<file path="config.mk">
export PLATFORM = sky130hd
export DESIGN_NAME = cbfnc_zfind
export DESIGN_NICKNAME = d
export VERILOG_FILES = /design/src/hw/rtl/cbfnc_zfind.sv
export SDC_FILE = /design/constraint.sdc
export NUM_CORES = 1
export LEC_CHECK = 0
export ABC_AREA = 1
export BUFFER_PORTS_ARGS = -buffer_cell sky130_fd_sc_hd__buf_2
export CORE_ASPECT_RATIO = 0.5
export CORE_MARGIN = 4
export CORE_UTILIZATION = 40
export DETAILED_ROUTE_END_ITERATION = 16
export PLACE_DENSITY_LB_ADDON = 0.05
export SLEW_MARGIN = 0
export SYNTH_ARGS = -nofsm -noshare
export SYNTH_HDL_FRONTEND = slang
export SYNTH_SLANG_ARGS = --single-unit
</file>
<file path="constraint.sdc">
create_clock -name i_clk -period 1.9 [get_ports i_clk]
set_clock_uncertainty 0.15 [all_clocks]
set_input_delay 0.19 -clock i_clk [delete_from_list [all_inputs] [get_ports i_clk]]
set_output_delay 0.19 -clock i_clk [all_outputs]
set_load 0.005 [all_outputs]
</file>
<file path="src/hw/rtl/cbfnc_zfind.sv">
// Lowest-set-bit finder over one masked word of clear bits, with a registered index.
`timescale 1ns / 1ps
`default_nettype none

module cbfnc_zfind #(
    parameter int WORD_BITS = 64
) (
    input  wire                          i_clk,
    input  wire                          i_en,
    input  wire  [WORD_BITS-1:0]         i_word,
    input  wire  [WORD_BITS-1:0]         i_mask,
    output logic                         o_hit,
    output logic [$clog2(WORD_BITS)-1:0] o_idx
);

    localparam int BIT_W = $clog2(WORD_BITS);

    logic [WORD_BITS-1:0] cand;
    logic [WORD_BITS-1:0] lowest;
    logic [BIT_W-1:0]     idx;
    logic [BIT_W-1:0]     r_idx;

    // Isolate the lowest candidate bit, then encode its position.
    always_comb begin
        cand   = ~i_word & i_mask;
        lowest = cand & (~cand + {{(WORD_BITS-1){1'b0}}, 1'b1});
        idx    = '0;
        for (int i = 0; i < WORD_BITS; i++) begin
            if (lowest[i]) begin
                idx = idx | BIT_W'(i);
            end
        end
    end

    always_ff @(posedge i_clk) begin
        if (i_en) begin
            r_idx <= idx;
        end
    end

    assign o_hit = |cand;
    assign o_idx = r_idx;

endmodule

`default_nettype wire

</file>
**After elaboration in Yosys (flattened, before gate mapping)**

Cells that the tools add are included.
W data, S select, Z words.

- Flip-flop bits (word level): 6
- Word-level logic and storage cells: 78

- Mux-type cells: 61
- Bitwise operators: 4
- Add/subtract/negate cells: 1
- Reduce and logical (&&, ||, !) cells: 6

Operators with widths:

| operator | number |
|---|---|
| $mux W6 | 30 |
| $and A64 B64 Y64 | 2 |
| $not A64 Y64 | 2 |
| $mux W5 | 16 |
| $add A64 B1 Y64 const B | 1 |
| $reduce_or A64 Y1 | 1 |
| $mux W4 | 8 |
| $reduce_or A32 Y1 | 1 |
| $reduce_or A16 Y1 | 1 |
| $mux W3 | 4 |
| $reduce_or A8 Y1 | 1 |
| $mux W2 | 2 |
| $reduce_or A4 Y1 | 1 |
| $reduce_or A2 Y1 | 1 |
| $mux W1 | 1 |

**Depth between registers and ports, before layout**

- Word-level depth: 66
- Depth in mapped cells: 14
- Depth with buffers taken out: 14

**Least setup slack after synthesis**

Ideal clock, no wire load.

- Kind: in2reg
- Start point: in i_word[8]
- End point: reg r_idx[5], in the netlist o_idx[5], data pin
- Data arrival time: 1.168 ns
- Setup time: 0.254 ns
- Slack: 0.328 ns
- Stages: 14
- Path through: inv_1 nand2_2 nand2_4 nor2_1 nand2_2 inv_2 nand2_4 nor2_4 nand3b_1 nand2_1 nor2_1 nand2_1 nor2_1 nand2_1

- Longest elaborated chain between the ends: 6

Ends and longest elaborated chain:

| element | RTL line | text |
|---|---|---|
| start: declaration | 10 | `input wire [WORD_BITS-1:0] i_word,` |
| $not A64 Y64 | 25 | `cand = ~i_word & i_mask;` |
| $and A64 B64 Y64 | 25 |  |
| $not A64 Y64 | 26 | `lowest = cand & (~cand + {{(WORD_BITS-1){1'b0}}, 1'b1});` |
| $add A64 B1 Y64 | 26 |  |
| $and A64 B64 Y64 | 26 |  |
| $reduce_or A32 Y1 (no source line) | n/a |  |
| end signal: assignment | 37 | `r_idx <= idx;` |
| end: declaration | 21 | `logic [BIT_W-1:0] r_idx;` |

Every way passes these cells.
A chain may end at the register's enable or synchronous reset.

**Worst setup path after layout**

- Start point: in i_mask[11]
- End point: out o_hit

- Longest elaborated chain between the ends: 2

Ends and longest elaborated chain:

| element | RTL line | text |
|---|---|---|
| start: declaration | 11 | `input wire [WORD_BITS-1:0] i_mask,` |
| $and A64 B64 Y64 | 25 |  |
| $reduce_or A64 Y1 | 41 | `assign o_hit = \|cand;` |
| end: declaration | 12 | `output logic o_hit,` |

Every way passes these cells.

==> metrics <==
status finished, final reports clean; CTS Buf Count 3; H-Tree Depth 1; Worst path max stage delay 0.37 ns; setup TNS 0 ns; placer congestion estimate 1.01; synthesized net count 817; final period utilization 97.4%; Comb power frac 61.7%; peak supply drop 0.326 mV; antenna viol nets, final 0; yosys warns 0; MaxCap Viol Count 0; TritonCTS clock tree built; GRT overflow 0; Area Overhead vs Synth 44.7%; total global-route track usage 25.9%; Leak Pwr 3.06 nW; Finish-stage setup viols 0; Hold Path Class in2reg; critical path cell sequence buf_2 -> nand2_1 -> nand2_2 -> nor2_4 -> nand2_2 -> nor2_8 -> nand3_4 -> or3b_1 -> buf_2; most frequent cell after synthesis nand2_1; Critical Path AT 1.51 ns; part of the Yosys area used for sequential elements 5.39%; ranking of synthesized cells by area nand2_1 24%, nor2_1 17%, inv_1 12%; share of the synthesized area in the top cell type 24.1%; die height 72.6 um; CTS sink cnt 6; library cells used by synthesis 29; synthesized area 3340 um2; DRT Wirelength 13400 um; Slew Viols, Final 0; post-DR vias/cell 4.84; sw frac 42.3%; largest fanout on the critical path 4; pwr dens 273 nW/um2; largest net degree at the start of global routing 7; critical path class in2out; Top FF cell, synth edfxtp_1; CP Data Required Time 1.56 ns; first drt pass iteration count 5; Starting Density 41.5%; final critical-path required period 1.85 ns; fin nets 1017; area of the multi-input gates 2840 um2; #FFs+latches synth 6; Slew headroom 73.3%; Vias 4822; die width 137 um; clock root buffer clkbuf_16; # port buffers 136; CTS Buffer Depth 2; Core Rows 23; initial antenna violation count 0; number of flops mapped to enable cells by yosys 6; core region area 8060 um2; clk slew on worst S/H paths 0.03 ns; Clk pwr share 25.8%; Net Sw Power 0.559 mW; CP Launch Type input pin; num ports 137; WL/cell 13.5 um; Final Hold Fails 0; Slew @ Worst Pin 0.399 ns; layout cell share with drive strength beyond 1 39.0%; vias in the first global route 4260; Final Total Pwr 1.32 mW; endpoint class of the critical path output pin; slowest CP cell or3b_1; antenna diode count 0; DPL Wire Length 12000 um; Reg power frac 12.5%; Synth Instances 687; first-pass GRT wire length 20500 um; Synth top cells by count 215 x nand2_1, 150 x nor2_1, 107 x inv_1; Residual DRC 0; leading area contributor after synthesis nand2_1; Layout fillers 866; CTS Hold Bufs 0; FF/Latch Area 180 um2; Fmax 540 MHz; max reg flops 6; synthesized area per cell 4.86 um2; RSZ-0062 raised after global routing yes; Power Internal 0.763 mW; full die area 9970 um2; DRC marker count from the first detailed-route iteration 404; ys async rst share 0%
==> final cells by class <==
type                    count  area share, %
clock buffers               3           1.55
repair buffers            195           23.2
flip-flops and latches      6           3.73
well taps                 112           2.90
inverters                 126           9.86
multi-input cells         555           58.7
==> metrics by stage <==
stage,instances,cell area (um2),hold WS (ns),utilization (%),worst slack [ns]
2_1_floorplan,687,3340,0.152,-,0.328
3_3_place_gp,989,4570,0.349,56.7,-0.102
3_5_place_dp,989,4570,0.352,56.7,-0.118
4_1_cts,992,4660,0.120,57.8,0.00507
5_1_grt,997,4840,0.130,60.0,-0.0237
6_report,997,4840,0.118,60.0,0.0485
==> per-layer routing <==
layer	share of wire, %	routed length, um	track usage [%]	vias to the layer above
met5	0	0	0	-
met4	1.4	185	4.42	0
met3	11	1510	4.82	18
met2	41	5450	39.3	240
met1	47	6300	38.5	2089
li1	-	-	-	2475
==> kinds of logic (layout without fill, tap and decap cells) <==
kind of cell	Yosys count	count (layout)	synth area share (%)
buffers and inverters	126	324	14.3
DFF	6	6	5.39
and+or+nand+nor	542	542	78.3
AOI/OAI and AO/OA	13	13	2.06
==> worst paths after layout <==
kind / start / endpoint / cells past startpoint
worst max-delay path: i_mask[11] / o_hit / 9
worst min-delay path: i_en / o_idx[4]$_SDFFCE_PP1P_ / 1
==> power groups by stage <==
stage                     sequential [mW]  clock [mW]  combinational, mW
after global placement              0.167           0              0.753
after CTS                           0.165       0.348              0.763
after floorplan                     0.168           0              0.418
after detailed placement            0.167           0              0.754
final                               0.165       0.341              0.816
after global routing                0.166       0.361              0.900
==> worst max-delay path: cells and delay by family <==
kind          cells  cell delay [ns]
buf+inv           2             0.22
simple gates      7             1.09
==> cell usage in the layout, fill, tap and decap left out <==
cell type  synthesis  routed
o21ai_1            4       4
a21oi_1            3       3
buf_2              0     136
o21a_1             1       1
inv_2             17      18
nand3b_1           8       8
nand3_4            0       1
nand2_2           39      59
nor3_2             1       2
nand4_2            1       1
nor3b_1            2       2
nand3_1           50      48
nand2_4           11      12
nand4_1            9       9
clkinv_2           1       1
edfxtp_1           6       6
nand2_1          215     194
inv_1            107     106
o21ai_0            4       4
or3b_1             1       1
and2_0             1       1
buf_4              0      59
nor2_1           150     138
clkbuf_16          0       3
nor2_8             4       4
nor2_2            19      22
a31oi_1            1       1
nor2_4            11      20
inv_4              1       1
nand3_2            3       4
nor3_1            15      14
nand2_8            1       1
nand3b_2           1       1
==> repair_timing <==
item                                    4_1_cts  5_1_grt
setup buffers                                 0        5
gates resized for setup                       6       42
pin swaps                                     1       17
endpoints found under the setup margin        1        7
Note: power is estimated with default switching activity, not from simulation.
